**config.mk**
```make
export PLATFORM = sky130hd
export DESIGN_NAME = numeric_char_reference_decoder_core_flat
export DESIGN_NICKNAME = d
export VERILOG_FILES = /design/src/design/ncr_pkg.sv /design/src/design/ncr_req_if.sv /design/src/design/ncr_rsp_if.sv /design/src/design/ncr_csr_if.sv /design/src/design/ncr_legalize.sv /design/src/design/ncr_step.sv /design/src/design/numeric_char_reference_decoder_core.sv /design/src/flat_wrapper.sv
export SDC_FILE = /design/constraint.sdc
export NUM_CORES = 1
export LEC_CHECK = 0
export BUFFER_PORTS_ARGS = -buffer_cell sky130_fd_sc_hd__buf_2
export CAP_MARGIN = 20
export CORE_MARGIN = 10
export CORE_UTILIZATION = 47
export DETAILED_ROUTE_END_ITERATION = 10
export GPL_ROUTABILITY_DRIVEN = 0
export PLACE_DENSITY = 0.77
export SYNTH_ARGS = -nofsm -noshare
export SYNTH_HDL_FRONTEND = slang
export SYNTH_SLANG_ARGS = --single-unit
```
**constraint.sdc**
```tcl
create_clock -name clock -period 6.65 [get_ports clock]
set_input_delay 0.665 -clock clock [delete_from_list [all_inputs] [get_ports clock]]
set_output_delay 0.665 -clock clock [all_outputs]
set_load 0.05 [all_outputs]
```
**src/design/ncr_pkg.sv**
```systemverilog
// ncr_pkg: shared types, constants and the cp1252 remap table for the
// numeric character reference decoder. No dependencies.
package ncr_pkg;

   localparam int unsigned CharWidth  = 16;
   localparam int unsigned CpWidth    = 21;
   localparam int unsigned CountWidth = 8;
   // wide enough for accum * 16 + 15
   localparam int unsigned SumWidth   = CpWidth + 5;

   localparam logic [CpWidth-1:0]    CpMax     = 21'h10FFFF;
   localparam logic [CpWidth-1:0]    CpReplace = 21'h00FFFD;
   localparam logic [CpWidth-1:0]    SurrLow   = 21'h00D800;
   localparam logic [CpWidth-1:0]    SurrHigh  = 21'h00DFFF;
   localparam logic [CountWidth-1:0] CountMax  = 8'hFF;

   localparam logic [CharWidth-1:0] ChTab   = 16'h0009;
   localparam logic [CharWidth-1:0] ChLf    = 16'h000A;
   localparam logic [CharWidth-1:0] ChFf    = 16'h000C;
   localparam logic [CharWidth-1:0] ChSpace = 16'h0020;
   localparam logic [CharWidth-1:0] ChLt    = 16'h003C;
   localparam logic [CharWidth-1:0] ChAmp   = 16'h0026;
   localparam logic [CharWidth-1:0] ChHash  = 16'h0023;
   localparam logic [CharWidth-1:0] ChSemi  = 16'h003B;
   localparam logic [CharWidth-1:0] ChLowX  = 16'h0078;
   localparam logic [CharWidth-1:0] ChUpX   = 16'h0058;

   typedef enum logic [2:0] {
      ST_PENDING  = 3'd0,
      ST_DECODED  = 3'd1,
      ST_NOREF    = 3'd2,
      ST_NAMED    = 3'd3,
      ST_NEEDMORE = 3'd4
   } status_type;

   typedef enum logic [4:0] {
      MODE_INITIAL  = 5'b00001,
      MODE_NUMTYPE  = 5'b00010,
      MODE_MAYBEHEX = 5'b00100,
      MODE_HEX      = 5'b01000,
      MODE_DEC      = 5'b10000
   } parse_mode_type;

   typedef struct packed {
      parse_mode_type          mode;
      logic [CpWidth-1:0]      accum;
      logic                    overflow;
      logic [CountWidth-1:0]   taken;
   } parse_state_type;

   typedef struct packed {
      status_type              status;
      logic [CpWidth-1:0]      code_point;
      logic                    char_consumed;
      logic [CountWidth-1:0]   replay_count;
   } result_type;

   localparam parse_state_type ParseReset = '{
      mode:     MODE_INITIAL,
      accum:    '0,
      overflow: 1'b0,
      taken:    '0
   };

   // windows-1252 remap of 0x80..0x9f
   function automatic logic [CharWidth-1:0] cp1252_high(input logic [4:0] idx);
      logic [CharWidth-1:0] val;
      unique case (idx)
         5'd0:  val = 16'h20AC;
         5'd1:  val = 16'h0081;
         5'd2:  val = 16'h201A;
         5'd3:  val = 16'h0192;
         5'd4:  val = 16'h201E;
         5'd5:  val = 16'h2026;
         5'd6:  val = 16'h2020;
         5'd7:  val = 16'h2021;
         5'd8:  val = 16'h02C6;
         5'd9:  val = 16'h2030;
         5'd10: val = 16'h0160;
         5'd11: val = 16'h2039;
         5'd12: val = 16'h0152;
         5'd13: val = 16'h008D;
         5'd14: val = 16'h017D;
         5'd15: val = 16'h008F;
         5'd16: val = 16'h0090;
         5'd17: val = 16'h2018;
         5'd18: val = 16'h2019;
         5'd19: val = 16'h201C;
         5'd20: val = 16'h201D;
         5'd21: val = 16'h2022;
         5'd22: val = 16'h2013;
         5'd23: val = 16'h2014;
         5'd24: val = 16'h02DC;
         5'd25: val = 16'h2122;
         5'd26: val = 16'h0161;
         5'd27: val = 16'h203A;
         5'd28: val = 16'h0153;
         5'd29: val = 16'h009D;
         5'd30: val = 16'h017E;
         5'd31: val = 16'h0178;
         default: val = 16'h0178;
      endcase
      return val;
   endfunction

endpackage

```
**src/design/ncr_req_if.sv**
```systemverilog
// ncr_req_if: input character channel (valid/ready plus op and char_in).
// Depends on ncr_pkg.
interface ncr_req_if;
   import ncr_pkg::*;
   logic                 valid;
   logic                 ready;
   logic                 op;
   logic [CharWidth-1:0] char_in;

   modport source (output valid, output op, output char_in, input ready);
   modport sink   (input valid, input op, input char_in, output ready);
endinterface

```
**src/design/ncr_rsp_if.sv**
```systemverilog
// ncr_rsp_if: result channel (valid/ready plus status, code point, consumed, replay).
// Depends on ncr_pkg.
interface ncr_rsp_if;
   import ncr_pkg::*;
   logic                  valid;
   logic                  ready;
   logic [2:0]            status;
   logic [CpWidth-1:0]    code_point;
   logic                  char_consumed;
   logic [CountWidth-1:0] replay_count;

   modport source (output valid, output status, output code_point,
                   output char_consumed, output replay_count, input ready);
   modport sink   (input valid, input status, input code_point,
                   input char_consumed, input replay_count, output ready);
endinterface

```
**src/design/ncr_csr_if.sv**
```systemverilog
// ncr_csr_if: configuration write channel for the extra stop character.
// Depends on ncr_pkg.
interface ncr_csr_if;
   import ncr_pkg::*;
   logic                 valid;
   logic                 ready;
   logic [CharWidth-1:0] data;

   modport source (output valid, output data, input ready);
   modport sink   (input valid, input data, output ready);
endinterface

```
**src/design/ncr_legalize.sv**
```systemverilog
// ncr_legalize: maps an accumulated code point to a legal one
// (replacement char, cp1252 remap). Depends on ncr_pkg.
module ncr_legalize (
   input  logic [ncr_pkg::CpWidth-1:0] accum,
   input  logic                        overflow,
   output logic [ncr_pkg::CpWidth-1:0] code_point
);
   import ncr_pkg::*;

   logic bad_value;
   logic c1_range;

   assign bad_value = overflow || (accum == '0) || (accum > CpMax) ||
                      ((accum >= SurrLow) && (accum <= SurrHigh));
   // 0x80..0x9f
   assign c1_range  = (accum[CpWidth-1:5] == 16'h0004);

   always_comb begin
      priority if (bad_value) begin
         code_point = CpReplace;
      end else if (c1_range) begin
         code_point = {{(CpWidth-CharWidth){1'b0}}, cp1252_high(accum[4:0])};
      end else begin
         code_point = accum;
      end
   end

endmodule

```
**src/design/ncr_step.sv**
```systemverilog
// ncr_step: next-state and result logic for one character transaction.
// Depends on ncr_pkg and ncr_legalize.
module ncr_step (
   input  logic                          op,
   input  logic [ncr_pkg::CharWidth-1:0] char_in,
   input  logic [ncr_pkg::CharWidth-1:0] extra_stop_char,
   input  ncr_pkg::parse_state_type      state,
   output ncr_pkg::parse_state_type      state_next,
   output ncr_pkg::result_type           result
);
   import ncr_pkg::*;

   logic                  is_dec;
   logic                  is_hex_alpha;
   logic                  is_letter;
   logic                  is_stop;
   logic [3:0]            digit_val;
   logic                  use_hex;
   logic                  first_digit;
   logic [CpWidth-1:0]    acc_base;
   logic [SumWidth-1:0]   acc_wide;
   logic [SumWidth-1:0]   acc_sum;
   logic                  acc_ovf;
   logic [CpWidth-1:0]    acc_sat;
   logic [CountWidth-1:0] taken_inc;
   logic [CpWidth-1:0]    legal_cp;

   assign is_dec       = (char_in >= 16'h0030) && (char_in <= 16'h0039);
   assign is_hex_alpha = ((char_in >= 16'h0061) && (char_in <= 16'h0066)) ||
                         ((char_in >= 16'h0041) && (char_in <= 16'h0046));
   assign is_letter    = ((char_in >= 16'h0061) && (char_in <= 16'h007A)) ||
                         ((char_in >= 16'h0041) && (char_in <= 16'h005A));
   assign is_stop      = (char_in == ChTab) || (char_in == ChLf) || (char_in == ChFf) ||
                         (char_in == ChSpace) || (char_in == ChLt) || (char_in == ChAmp) ||
                         ((extra_stop_char != '0) && (char_in == extra_stop_char));
   // 'a'/'A' low nibble is 1, so +9 gives 10
   assign digit_val    = is_dec ? char_in[3:0] : 4'(char_in[3:0] + 4'd9);

   assign use_hex     = (state.mode == MODE_MAYBEHEX) || (state.mode == MODE_HEX);
   assign first_digit = (state.mode == MODE_NUMTYPE) || (state.mode == MODE_MAYBEHEX);
   assign acc_base    = first_digit ? '0 : state.accum;
   assign acc_wide    = {{(SumWidth-CpWidth){1'b0}}, acc_base};

   // shift-add: x16 or x8 + x2
   assign acc_sum = use_hex
                    ? ((acc_wide << 4) + {{(SumWidth-4){1'b0}}, digit_val})
                    : ((acc_wide << 3) + (acc_wide << 1) + {{(SumWidth-4){1'b0}}, digit_val});
   assign acc_ovf = (acc_sum > {{(SumWidth-CpWidth){1'b0}}, CpMax});
   assign acc_sat = acc_ovf ? CpMax : acc_sum[CpWidth-1:0];

   assign taken_inc = (state.taken == CountMax) ? state.taken
                                                : CountWidth'(state.taken + 1'b1);

   ncr_legalize u_legalize (
      .accum      (state.accum),
      .overflow   (state.overflow),
      .code_point (legal_cp)
   );

   always_comb begin
      state_next = state;
      result     = '{status: ST_PENDING, code_point: '0, char_consumed: 1'b0,
                     replay_count: '0};
      if (op) begin
         result.status       = ST_NEEDMORE;
         result.replay_count = state.taken;
         state_next          = ParseReset;
      end else begin
         unique case (state.mode)
            MODE_NUMTYPE, MODE_MAYBEHEX: begin
               if ((state.mode == MODE_NUMTYPE) &&
                   ((char_in == ChLowX) || (char_in == ChUpX))) begin
                  result.char_consumed = 1'b1;
                  state_next.taken     = taken_inc;
                  state_next.mode      = MODE_MAYBEHEX;
               end else if (is_dec || (use_hex && is_hex_alpha)) begin
                  result.char_consumed = 1'b1;
                  state_next.taken     = taken_inc;
                  state_next.accum     = acc_sat;
                  state_next.overflow  = acc_ovf;
                  state_next.mode      = use_hex ? MODE_HEX : MODE_DEC;
               end else begin
                  result.status       = ST_NOREF;
                  result.replay_count = state.taken;
                  state_next          = ParseReset;
               end
            end
            MODE_HEX, MODE_DEC: begin
               if (is_dec || (use_hex && is_hex_alpha)) begin
                  result.char_consumed = 1'b1;
                  state_next.taken     = taken_inc;
                  state_next.accum     = acc_sat;
                  state_next.overflow  = state.overflow | acc_ovf;
               end else begin
                  result.status        = ST_DECODED;
                  result.char_consumed = (char_in == ChSemi);
                  result.code_point    = legal_cp;
                  state_next           = ParseReset;
               end
            end
            default: begin
               // initial mode, also any stray code
               priority if (is_stop) begin
                  result.status = ST_NOREF;
                  state_next    = ParseReset;
               end else if (char_in == ChHash) begin
                  result.char_consumed = 1'b1;
                  state_next           = ParseReset;
                  state_next.taken     = taken_inc;
                  state_next.mode      = MODE_NUMTYPE;
               end else if (is_letter) begin
                  result.status = ST_NAMED;
                  state_next    = ParseReset;
               end else begin
                  result.status = ST_NOREF;
                  state_next    = ParseReset;
               end
            end
         endcase
      end
   end

endmodule

```
**src/design/numeric_char_reference_decoder_core.sv**
```systemverilog
// numeric_char_reference_decoder_core: top level of the numeric character
// reference decoder. Depends on ncr_pkg, the ncr_*_if interfaces and ncr_step.
// The result of an accepted character is registered in the output register.
// Accepts one character per cycle while req_bus.ready is high; the parse state register feeds back through ncr_step.
// req_bus.ready drops only while a result is held and rsp_bus.ready is low.
// Synchronous active-high reset clears parse state, the stop character and rsp valid.
module numeric_char_reference_decoder_core (
   input  logic  clock,
   input  logic  reset,
   ncr_req_if.sink   req_bus,
   ncr_rsp_if.source rsp_bus,
   ncr_csr_if.sink   csr_bus
);
   import ncr_pkg::*;

   parse_state_type      state_ff, state_in;
   parse_state_type      step_state;
   result_type           step_result;
   result_type           result_ff;
   logic                 rsp_valid_ff, rsp_valid_in;
   logic [CharWidth-1:0] stop_char_ff, stop_char_in;
   logic                 req_take;

   assign req_bus.ready = !rsp_valid_ff || rsp_bus.ready;
   assign req_take      = req_bus.valid && req_bus.ready;
   assign csr_bus.ready = 1'b1;

   ncr_step u_step (
      .op              (req_bus.op),
      .char_in         (req_bus.char_in),
      .extra_stop_char (stop_char_ff),
      .state           (state_ff),
      .state_next      (step_state),
      .result          (step_result)
   );

   assign state_in     = req_take ? step_state : state_ff;
   assign rsp_valid_in = req_take ? 1'b1 : (rsp_valid_ff && !rsp_bus.ready);
   assign stop_char_in = (csr_bus.valid && csr_bus.ready) ? csr_bus.data : stop_char_ff;

   always_ff @(posedge clock) begin
      if (reset) begin
         state_ff     <= ParseReset;
         rsp_valid_ff <= 1'b0;
         stop_char_ff <= '0;
      end else begin
         state_ff     <= state_in;
         rsp_valid_ff <= rsp_valid_in;
         stop_char_ff <= stop_char_in;
      end
   end

   // payload register, no reset needed
   always_ff @(posedge clock) begin
      if (req_take) begin
         result_ff <= step_result;
      end
   end

   assign rsp_bus.valid         = rsp_valid_ff;
   assign rsp_bus.status        = result_ff.status;
   assign rsp_bus.code_point    = result_ff.code_point;
   assign rsp_bus.char_consumed = result_ff.char_consumed;
   assign rsp_bus.replay_count  = result_ff.replay_count;

endmodule

```
**src/flat_wrapper.sv**
```systemverilog
// flat-port wrapper written by rule: the top's interface ports become plain ports
module numeric_char_reference_decoder_core_flat import ncr_pkg::*;
  (clock, reset, req_bus_valid, req_bus_op, req_bus_char_in, req_bus_ready, rsp_bus_valid, rsp_bus_status, rsp_bus_code_point, rsp_bus_char_consumed, rsp_bus_replay_count, rsp_bus_ready, csr_bus_valid, csr_bus_data, csr_bus_ready);
  ncr_req_if req_bus_i ();
  ncr_rsp_if rsp_bus_i ();
  ncr_csr_if csr_bus_i ();
  input  logic clock;
  input  logic reset;
  input wire logic [$bits(req_bus_i.valid)-1:0] req_bus_valid;
  input wire logic [$bits(req_bus_i.op)-1:0] req_bus_op;
  input wire logic [$bits(req_bus_i.char_in)-1:0] req_bus_char_in;
  output wire logic [$bits(req_bus_i.ready)-1:0] req_bus_ready;
  output wire logic [$bits(rsp_bus_i.valid)-1:0] rsp_bus_valid;
  output wire logic [$bits(rsp_bus_i.status)-1:0] rsp_bus_status;
  output wire logic [$bits(rsp_bus_i.code_point)-1:0] rsp_bus_code_point;
  output wire logic [$bits(rsp_bus_i.char_consumed)-1:0] rsp_bus_char_consumed;
  output wire logic [$bits(rsp_bus_i.replay_count)-1:0] rsp_bus_replay_count;
  input wire logic [$bits(rsp_bus_i.ready)-1:0] rsp_bus_ready;
  input wire logic [$bits(csr_bus_i.valid)-1:0] csr_bus_valid;
  input wire logic [$bits(csr_bus_i.data)-1:0] csr_bus_data;
  output wire logic [$bits(csr_bus_i.ready)-1:0] csr_bus_ready;
  assign req_bus_i.valid = req_bus_valid;
  assign req_bus_i.op = req_bus_op;
  assign req_bus_i.char_in = req_bus_char_in;
  assign req_bus_ready = req_bus_i.ready;
  assign rsp_bus_valid = rsp_bus_i.valid;
  assign rsp_bus_status = rsp_bus_i.status;
  assign rsp_bus_code_point = rsp_bus_i.code_point;
  assign rsp_bus_char_consumed = rsp_bus_i.char_consumed;
  assign rsp_bus_replay_count = rsp_bus_i.replay_count;
  assign rsp_bus_i.ready = rsp_bus_ready;
  assign csr_bus_i.valid = csr_bus_valid;
  assign csr_bus_i.data = csr_bus_data;
  assign csr_bus_ready = csr_bus_i.ready;
  numeric_char_reference_decoder_core u_core (.clock(clock), .reset(reset), .req_bus(req_bus_i), .rsp_bus(rsp_bus_i), .csr_bus(csr_bus_i));
endmodule
```
# Yosys cells after proc, flatten, opt, wreduce, memory -nomap -nowiden

Memories as Yosys holds them, arrays and structs flattened. A register that Yosys moved wholly into a read port is not among the register bits.
Index checks and enable logic that the tools add are counted.

Register bits after elaboration: 85
Bits in read-only memories: 352
Bits of input ports: 38
Output and inout bits: 36
Logic and storage cells: 127
Memories: 1

Add/sub/neg operators: 5
Order comparisons: 12
Equality and inequality tests: 19
Muxes and demuxes: 38
Bitwise gates (word level): 2
Reduce and logical (&&, ||, !) cells: 38

Memory list:

| name             | words | bits a word | read ports | clocked after Yosys merged registers in | write ports | RTL line      | source |
|---|---|---|---|---|---|---|---|
| (name not given) | 32    | 11          | 1          | 1                                       | 0           | ncr_pkg.sv:68 | `unique case (idx)` |

Operator list:

| kind                 | number |
|---|---|
| $mux 21              | 4 |
| $eq 16x6->1 const B  | 5 |
| $mux 35              | 2 |
| $pmux 35 s2          | 1 |
| $le 16x7->1 const B  | 4 |
| $mux 32              | 2 |
| $add 25x4->26        | 2 |
| $eq 16x4->1 const B  | 3 |
| $mux 8               | 6 |
| $mux 22              | 2 |
| $eq 16x7->1 const B  | 2 |
| $ge 16x7->1 const B  | 2 |
| $mux 30              | 1 |
| $gt 26x21->1 const B | 1 |
| $mux 26              | 1 |
| $add 24x22->25       | 1 |
| $mux 5               | 5 |
| $ge 21x16->1 const B | 1 |
| $gt 21x21->1 const B | 1 |
| $le 21x16->1 const B | 1 |
| $logic_not 21->1     | 1 |
| $eq 16x16->1         | 1 |
| $eq 16x3->1 const B  | 1 |
| $ge 16x6->1 const B  | 1 |
| other kinds (26)     | 63 |

# Logic depth before layout (Yosys ltp)

Gate-level depths: netlist of the first run.

Depth in word-level cells: 14
Depth in mapped cells: 26
Depth with buffers taken out: 25

# Cells and area by module

From an unflattened synthesis of the first run, not the netlist that was laid out.

Cell total of the unflattened synthesis: 918
Area, all modules: 7586.0 um^2

Modules (own cells, without submodules):

| module                              | instances | cells each | area an instance (um^2) | sequential area each (um^2) |
|---|---|---|---|---|
| ncr_step                            | 1         | 529        | 3425.8                  | 0.0 |
| numeric_char_reference_decoder_core | 1         | 252        | 3270.6                  | 2031.9 |
| ncr_legalize                        | 1         | 137        | 889.6                   | 0.0 |

# Least setup slack after synthesis of the first run

OpenSTA, ideal clock, no wires.

Kind: input -> register
From: input req_bus_char_in[15]
To: register (tool-made name)
Library setup time: 0.130 ns
Arrival: 6.180 ns
Path slack: 0.340 ns
Cell stages on the path: 23
Cells stage by stage: or4_4 > nor4_4 > and4_1 > a31oi_1 > xnor2_1 > fa_1 > inv_1 > fa_1 > nand2b_1 > a21o_1 > a2111oi_2 > o21ai_0 > or3b_2 > nand4b_1 > a211oi_4 > o21bai_1 > and2_1 > inv_1 > ha_1 > inv_1 > o221ai_1 > a211oi_1 > o22ai_1

RTL lines:

| item        | RTL line           | source |
|---|---|---|
| from (decl) | flat_wrapper.sv:11 | `input wire logic [$bits(req_bus_i.char_in)-1:0] req_bus_char_in;` |

==> results.toml, run 1 <==
[status]
status = "finished clean"

[yosys]
synth.area.top_cells = "dfxtp_1 17%, edfxtp_1 14%, ha_1 9.3%, a21oi_1 5.8%, mux2i_1 4.7%"
synth_seq_cells = 96
synth_edf_count = 33
synthArstFlopShare_pct = 0
yosys_warnings = 0
syn_inst = 857
avgSynthCellArea_sq_um = 8.50
yosysMostFrequentCell = "a21oi_1"
yosysTopAreaCell = "dfxtp_1"
synthDistinctLibCells = 94
netlist_area_sq_um = 7290
yosysSeqAreaShare_pct = 30.9
synth_commonest_cells = "85 x a21oi_1, 82 x nor2_1, 70 x nand2_1"
synth_top_area_share_pct = 17.3
synth_nets = 951
synth_flop_cell = "dfxtp_1"

[power]
p_per_area_nw_per_um2 = 156
ir_drop_mv = 0.108
total_power_mw = 1.27
cellLeakagePower_nw = 3.47

[clock_network]
clk_pin_slew_ns = 0.08
root_buffer = "clkbuf_16"
cts_setup_buffers = 0
cts_tree = "built"
clk-insertion-delay-late_ns = 0.35
cts_buffers = 9
htreeDepth = 3
clockBufferDepth = 2
cts.sinks = 96

[final_layout]
antennaDiodeCount = 0
finalNetCount = 1010
synthToLayoutAreaGrowth_pct = 11.6
utilization_pct = 53.5
drive_gt1_share_pct = 16.0
instances_no_fill = 1109
multi_input_area_sq_um = 4730
fillCellCount = 1388
fin_area_sq_um = 8130
register_area_sq_um = 2250

[route]
dr.pass1.iters = 5
routed_wl_microns = 19500
wire_per_inst_microns = 17.6
drtAntennaViolNets = 0
first_iter_violations = 761
drc = 0
num_vias = 6773
avgViaCountPerCell = 6.11

[global_routing]
grt_first_pass_wirelength_microns = 31500
grt-ovfl-total = 0
antenna_found_initial = 0
grt_util_met1_pct = 25.2
grt_util_met3_pct = 2.59
grt_max_degree = 52
groute.usage.overall_pct = 18.3
grt_busiest_layer = "met2"
grt_pass1_vias = 6143
met2_usage_pct = 29.1

[placed_design]
numPlacedInstances = 1092
portBuffers = 72
dp_hpwl_microns = 14800
dpl-instance-area_sq_um = 7830
preCtsSetupSlack_ns = 0.0273

[sta]
fin_hold_ws_ns = 0.482
layout_worst_path_cycle_share_pct = 93.4
slew_violations = 0
setup_tns_ns = 0
finalWorstPathRequiredPeriod_ns = 6.21
fmax_mhz = 161
skew_ns = 0.0119
finalSetupViolCount = 0
tightest_slew_ns = 1.05
hold_violations = 0
slew_headroom_pct = 29.8
setup_slack_ns = 0.436
grt_setup_unrepaired = "false"

[floorplanning]
die_h_microns = 145
boundaryPins = 74
fp.dieW_microns = 145
initial_core_util_pct = 47.9
placementRows = 45
die_area_sq_um = 20900
core_sq_um = 15200

[setup_path]
crit_required_ns = 6.88
end_kind = "flip-flop"
worst-endpoint-arrival_ns = 6.44
critPathKind = "primary input to flip-flop"
critPathLaunchType = "primary input"
path_max_fanout = 5

[worst_hold_path]
hold_class = "flip-flop to flip-flop"

[flow_run]
drv_cap = 0
[where the power goes]
group	switching (mW)	total, mW	internal [mW]
clock network	0.241	0.504	0.263
registers	0.00835	0.629	0.621
logic	0.0980	0.138	0.0403
[worst max-delay path, stage by stage]
cell and delay [ns]:
buf_2 0.11, or4_4 0.58, nor4_4 0.26, and4_1 0.25, a31oi_1 0.06, xnor2_1 0.20, fa_1 0.55, inv_1 0.07
fa_1 0.44, nand2b_1 0.19, a21oi_1 0.14, o21ai_0 0.15, o41ai_1 0.42, mux2i_1 0.32, nand4b_1 0.26, a211oi_4 0.38
o21bai_1 0.13, and2_1 0.23, inv_1 0.11, ha_1 0.28, inv_1 0.14, o221ai_1 0.14, a211oi_1 0.27, o22ai_1 0.11
[cell usage in the layout, fill, tap and decap left out, types with 9 or more instances in the layout]
cell,instances
o211ai_1,10
mux2i_1,34
nand3_1,18
xor2_1,22
inv_1,25
edfxtp_1,33
nor2_1,82
clkbuf_16,9
ha_1,54
a21oi_1,85
nand2_1,70
and2_1,28
buf_2,72
nor4_1,12
nor2b_1,16
o21ai_0,25
nand4_1,19
buf_4,21
dfxtp_1,63
a22oi_1,13
nor3_1,14
xnor2_1,14
[layout make-up]
class                           instances  area share (%)
Timing Repair Buffer                   94            6.43
Tap cell                              188            2.89
Clock buffer                            9            2.77
Clock inverter                          7           0.738
Inverter                               28            1.31
Sequential cell                        96            27.7
Multi-Input combinational cell        687            58.2
[what timing repair did]
| action | CTS | global route |
|---|---|---|
| endpoints found under the hold margin | 0 | 0 |
| resized for setup | 0 | 1 |
| hold buffers | 0 | 0 |
| endpoints found under the setup margin | 0 | 1 |
[final timing paths]
kind                        end  slack (ns)                start  cells past startpoint
max                   flip-flop        0.44  req_bus_char_in[15]                     24
min          u_core.state_ff[8]        0.48   u_core.state_ff[8]                      2
max reg2reg           flip-flop        0.49  u_core.state_ff[32]                     21
min reg2reg  u_core.state_ff[8]        0.48   u_core.state_ff[8]                      2
[cells by family (layout without fill, tap and decap cells)]
group                    after synthesis  after routing  synth area share, %
adder cells (fa/ha/maj)               56             56                 9.82
AND/OR/NAND/NOR                      325            325                 23.5
multiplexers                          39             39                 5.44
flip-flops                            96             96                 30.9
AO/OA/AOI/OAI                        229            229                 21.4
other                                  1              1               0.0515
buffers and inverters                 74            138                 4.31
XOR/XNOR                              37             37                 4.55
[per-layer routing]
layer	part of all wire, %	up-vias
met3	8.1	34
li1	-	3280
met4	1.9	0
met5	0	-
met1	45	3171
met2	45	288
Power figures use the tool's default switching activity.
==> run 2, diff against run 1 <==
--- a/config.mk
+++ b/config.mk
@@ -6,12 +6,13 @@
 export NUM_CORES = 1
 export LEC_CHECK = 0
 export BUFFER_PORTS_ARGS = -buffer_cell sky130_fd_sc_hd__buf_2
-export CAP_MARGIN = 20
+export CAP_MARGIN = 15
 export CORE_MARGIN = 10
 export CORE_UTILIZATION = 47
 export DETAILED_ROUTE_END_ITERATION = 10
 export GPL_ROUTABILITY_DRIVEN = 0
 export PLACE_DENSITY = 0.77
+export REMOVE_ABC_BUFFERS = 1
 export SYNTH_ARGS = -nofsm -noshare
 export SYNTH_HDL_FRONTEND = slang
 export SYNTH_SLANG_ARGS = --single-unit
==> run 2 against run 1 <==
  * Worst setup slack worse by 0.16 ns
  * Clock power is 3% higher
  * Global-route usage is 0.16 points lower
  * Highest routed layer unchanged
  * Hold slack hardly changed
  * Total power is 1.3% higher
  * Final cell count is 0.18% lower
  * Sequential power hardly changed
  * First-iteration DRC count is 3.3% lower
  * Clock-buffer cell count is 2 higher
==> results.toml, run 2 (same netlist as run 1, synthesis figures left out) <==
[status]
status = "finished clean"

[flow_run]
drv_cap = 0

[sta]
layout_worst_path_cycle_share_pct = 95.9
finalSetupViolCount = 0
slew_violations = 0
fmax_mhz = 157
hold_violations = 0
setup_tns_ns = 0
finalWorstPathRequiredPeriod_ns = 6.38
grt_setup_unrepaired = "false"
tightest_slew_ns = 0.771
skew_ns = 0.00730
slew_headroom_pct = 48.6

[setup_path]
critPathKind = "primary input to flip-flop"
critPathTopFamily = "compound AO/OA/AOI/OAI gates"
cpPeakStageDelay_ns = 0.58
crit_required_ns = 6.87
worst-endpoint-arrival_ns = 6.60
path_buf_inv = 4
cp_slowest_cell = "or4_4"
path_max_fanout = 5
end_kind = "flip-flop"
critPathLaunchType = "primary input"
crit_top_cell = "inv_1"
crit_chain = "buf_2 -> or4_4 -> nor4_4 -> and4_4 -> a31oi_1 -> xnor2_2 -> fa_1 -> inv_1 -> fa_1 -> nand2b_1 -> a21oi_1 -> o21ai_0 -> o41ai_1 -> mux2i_1 -> nand4b_1 -> a211oi_4 -> o21bai_1 -> and2_1 -> inv_1 -> ha_1 -> inv_1 -> o221ai_1 -> a211oi_2 -> o22ai_1"

[floorplanning]
placementRows = 45
boundaryPins = 74
core_sq_um = 15200
die_h_microns = 145
initial_core_util_pct = 47.9
die_area_sq_um = 20900
fp.dieW_microns = 145

[clock_network]
clk-insertion-delay-late_ns = 0.34
cts_buffers = 9
clockBufferDepth = 2
ctsHoldBuffers = 0
clk_pin_slew_ns = 0.07
htreeDepth = 3
cts_tree = "built"
root_buffer = "clkbuf_16"
cts.sinks = 96

[final_layout]
synthToLayoutAreaGrowth_pct = 11.9
utilization_pct = 53.6
finalNetCount = 1008
antennaDiodeCount = 0
drive_gt1_share_pct = 16.1
layout_common_cells = "85 x a21oi_1, 81 x nor2_1, 72 x buf_2"
fin_area_sq_um = 8150
final_common_cell = "a21oi_1"

[route]
routed_wl_microns = 19500
first_iter_violations = 736
drtAntennaViolNets = 0
num_vias = 6728
dr.pass1.iters = 5
wire_per_inst_microns = 17.6
drc = 0
avgViaCountPerCell = 6.08

[global_routing]
grt-ovfl-total = 0
grt_max_degree = 52
grt_first_pass_wirelength_microns = 31100
groute.usage.overall_pct = 18.1
antenna_found_initial = 0
grt_pass1_vias = 6352

[power]
cellLeakagePower_nw = 3.48
ir_drop_mv = 0.129
p_per_area_nw_per_um2 = 158
total_power_mw = 1.29

[placed_design]
dp_hpwl_microns = 14700
portBuffers = 72
dpl-instance-area_sq_um = 7790

[worst_hold_path]
hold_class = "flip-flop to flip-flop"
## run 2: cell count changes in the layout (fill, tap and decap cells not counted), sizes merged
| cell | change |
|---|---|
| clkbuf | +1 |
| inv | -3 |
| buf | -1 |
| bufinv | +1 |
## run 2: per-layer routing
metal  up-vias  share of wire [%]  GRT usage (%)
li1       3289                  -              -
met1      3115                 44           23.5
met2       280                 44           28.7
met3        44                8.8           3.67
met4         0                2.8           7.23
met5         -                  0              0
## run 2: worst register-to-register path, stage by stage, from the launching register on
cell	delay [ns]
dfxtp_1	0.50
xnor2_1	0.13
or4_1	0.73
and2_1	0.35
ha_1	0.31
ha_1	0.36
and2_1	0.19
a221oi_1	0.54
a21boi_2	0.19
o311ai_1	0.37
mux2_2	0.38
a311o_1	0.42
a211oi_4	0.26
o21bai_1	0.13
and2_1	0.22
inv_1	0.11
ha_1	0.28
inv_1	0.17
o221ai_1	0.19
a211oi_2	0.28
o22ai_1	0.11
## run 2: where the power goes
part / switching [mW] / internal, mW
Combinational: 0.0979 / 0.0403
Sequential: 0.00816 / 0.621
Clock: 0.225 / 0.296
Total: 0.331 / 0.957
## run 2: cell type report
cell class              instances  area, sq um
fillers                      1360         7050
multi-input cells             687         4750
well taps                     188          235
clock inverters                 5         62.6
inverters                      28          106
flip-flops and latches         96         2250
clock buffers                  11          233
repair buffers                 92          510
## run 2: timing repair
item,in CTS,in global routing
setup buffers,0,3
setup endpoints to repair,0,7
resized for setup,0,6
## run 2: metrics by stage
step                worst slack (ns)  instances  hold slack (ns)
floorplan                      0.147        811            0.447
global placement              0.0641       1087            0.465
detailed placement            -0.163       1087            0.468
CTS                            0.111       1103            0.477
global route               0.0000506       1107            0.500
finish                         0.274       1107            0.482
## run 2: final timing paths
check / slack (ns) / endpoint / cells past startpoint / from
worst max-delay path: 0.27 / flip-flop / 24 / req_bus_char_in[11]
worst min-delay path: 0.48 / u_core.state_ff[8] / 2 / u_core.state_ff[8]
worst max register to register: 0.30 / flip-flop / 20 / u_core.state_ff[32]
worst min register to register: 0.48 / u_core.state_ff[8] / 2 / u_core.state_ff[8]
==> run 3, diff against run 2 <==
--- a/config.mk
+++ b/config.mk
@@ -9,6 +9,7 @@
 export CAP_MARGIN = 15
 export CORE_MARGIN = 10
 export CORE_UTILIZATION = 47
+export CTS_BUF_LIST = sky130_fd_sc_hd__clkbuf_2
 export DETAILED_ROUTE_END_ITERATION = 10
 export GPL_ROUTABILITY_DRIVEN = 0
 export PLACE_DENSITY = 0.77
==> run 3 against run 2 <==
  * Cell area fell by 2.8%
  * Die area unchanged
  * Utilization down 1.5 points
  * Combinational power about the same
  * Maximum frequency increased by 1.8%
  * Final cell count decreased by 0.18%
  * Worst setup slack gained 0.11 ns
  * Largest power group unchanged
  * Clock skew up 0.018 ns
  * Largest cell class unchanged
==> results.toml, run 3 (same netlist as run 1, synthesis figures left out) <==
[worst_hold_path]
hold_class = "primary input to flip-flop"

[final_layout]
final_common_cell = "a21oi_1"
drive_gt1_share_pct = 15.6
layout_common_cells = "85 x a21oi_1, 82 x nor2_1, 72 x buf_2"
synthToLayoutAreaGrowth_pct = 8.78
utilization_pct = 52.1
fin_area_sq_um = 7930
finalNetCount = 1005

[power]
ir_drop_mv = 0.111
p_per_area_nw_per_um2 = 134
total_power_mw = 1.06
cellLeakagePower_nw = 3.39

[global_routing]
grt_busiest_layer = "met2"
grt_util_met1_pct = 23.9
grt_pass1_vias = 6276
grt_max_degree = 52
met2_usage_pct = 28.3
groute.usage.overall_pct = 17.9
grt-ovfl-total = 0
grt_util_met3_pct = 3.21
antenna_found_initial = 1
grt_first_pass_wirelength_microns = 30800

[floorplanning]
die_area_sq_um = 20900
core_sq_um = 15200
boundaryPins = 74
fp.dieW_microns = 145
placementRows = 45
initial_core_util_pct = 47.9
die_h_microns = 145

[sta]
fmax_mhz = 160
finalWorstPathRequiredPeriod_ns = 6.26
finalSetupViolCount = 0
hold_violations = 0
setup_slack_ns = 0.387
setup_tns_ns = 0
layout_worst_path_cycle_share_pct = 94.2
grt_setup_unrepaired = "false"
skew_ns = 0.0256
slew_violations = 0
tightest_slew_ns = 0.778
slew_headroom_pct = 48.1

[route]
dr.pass1.iters = 5
drtAntennaViolNets = 0
avgViaCountPerCell = 6.02
num_vias = 6657
wire_per_inst_microns = 17.3
first_iter_violations = 701
drc = 0
routed_wl_microns = 19100

[clock_network]
clockBufferDepth = 2
cts_setup_buffers = 0
cts_tree = "built"
ctsHoldBuffers = 0
clk-insertion-delay-late_ns = 0.56
htreeDepth = 3
cts_resized = 0
cts.sinks = 96
clk_pin_slew_ns = 0.26
root_buffer = "clkbuf_2"
cts_buffers = 9

[setup_path]
critPathLaunchType = "primary input"
end_kind = "flip-flop"
critPathKind = "primary input to flip-flop"
path_max_fanout = 9
worst-endpoint-arrival_ns = 6.73
crit_required_ns = 7.12

[placed_design]
portBuffers = 72
dpl-instance-area_sq_um = 7790
dp_hpwl_microns = 14700
preCtsSetupSlack_ns = -0.163

[flow_run]
drv_cap = 0

[status]
status = "finished clean"
==> run 3: stage by stage <==
step / instances / hold slack, ns
floorplan: 811 / 0.447
global placement: 1087 / 0.465
detailed placement: 1087 / 0.468
CTS: 1103 / 0.264
global route: 1105 / 0.225
finish: 1105 / 0.294
==> run 3: power by group <==
part           leakage (nW)  switching [mW]  total [mW]  internal [mW]
clock network        0.0775           0.199       0.293         0.0941
logic                  2.47          0.0974       0.137         0.0399
registers             0.842         0.00824       0.631          0.623
total                  3.39           0.304        1.06          0.757
==> run 3: critical path: stages <==
cell and delay, ns:
buf_2 0.11, or4_4 0.57, nor4_4 0.29, and4_1 0.31, a31oi_1 0.07, xnor2_1 0.20, fa_1 0.57, inv_1 0.08
fa_1 0.44, nand2b_1 0.20, a21o_1 0.19, a2111oi_2 0.50, nor2_1 0.14, or4_1 0.50, nand3_1 0.22, a211oi_4 0.11
o21a_1 0.22, nor2_1 0.29, inv_1 0.14, ha_1 0.32, mux2i_1 0.20, nor3_1 0.07, a311o_1 0.30
==> run 3: worst paths after layout <==
path / start / to / slack (ns) / cells after the start
worst min-delay path: req_bus_valid / u_core.rsp_bus.valid / 0.29 / 3
worst min register to register: u_core.state_ff[8] / u_core.state_ff[8] / 0.50 / 2
worst max register to register: u_core.state_ff[32] / flip-flop / 0.51 / 20
worst max-delay path: req_bus_char_in[15] / flip-flop / 0.39 / 23
==> run 3: final cells by class <==
class / count / area (sq um)
fillers: 1406 / 7280
multi-input cells: 687 / 4720
flip-flops and latches: 96 / 2250
repair buffers: 89 / 488
well taps: 188 / 235
inverters: 28 / 106
clock inverters: 5 / 62.6
clock buffers: 11 / 55.1
diodes: 1 / 2.50
==> run 3: metal layers <==
layer / up-vias / part of all wire [%]
li1: 3267 / -
met4: 0 / 2.6
met1: 3076 / 45
met5: - / 0
met3: 38 / 8.5
met2: 276 / 44
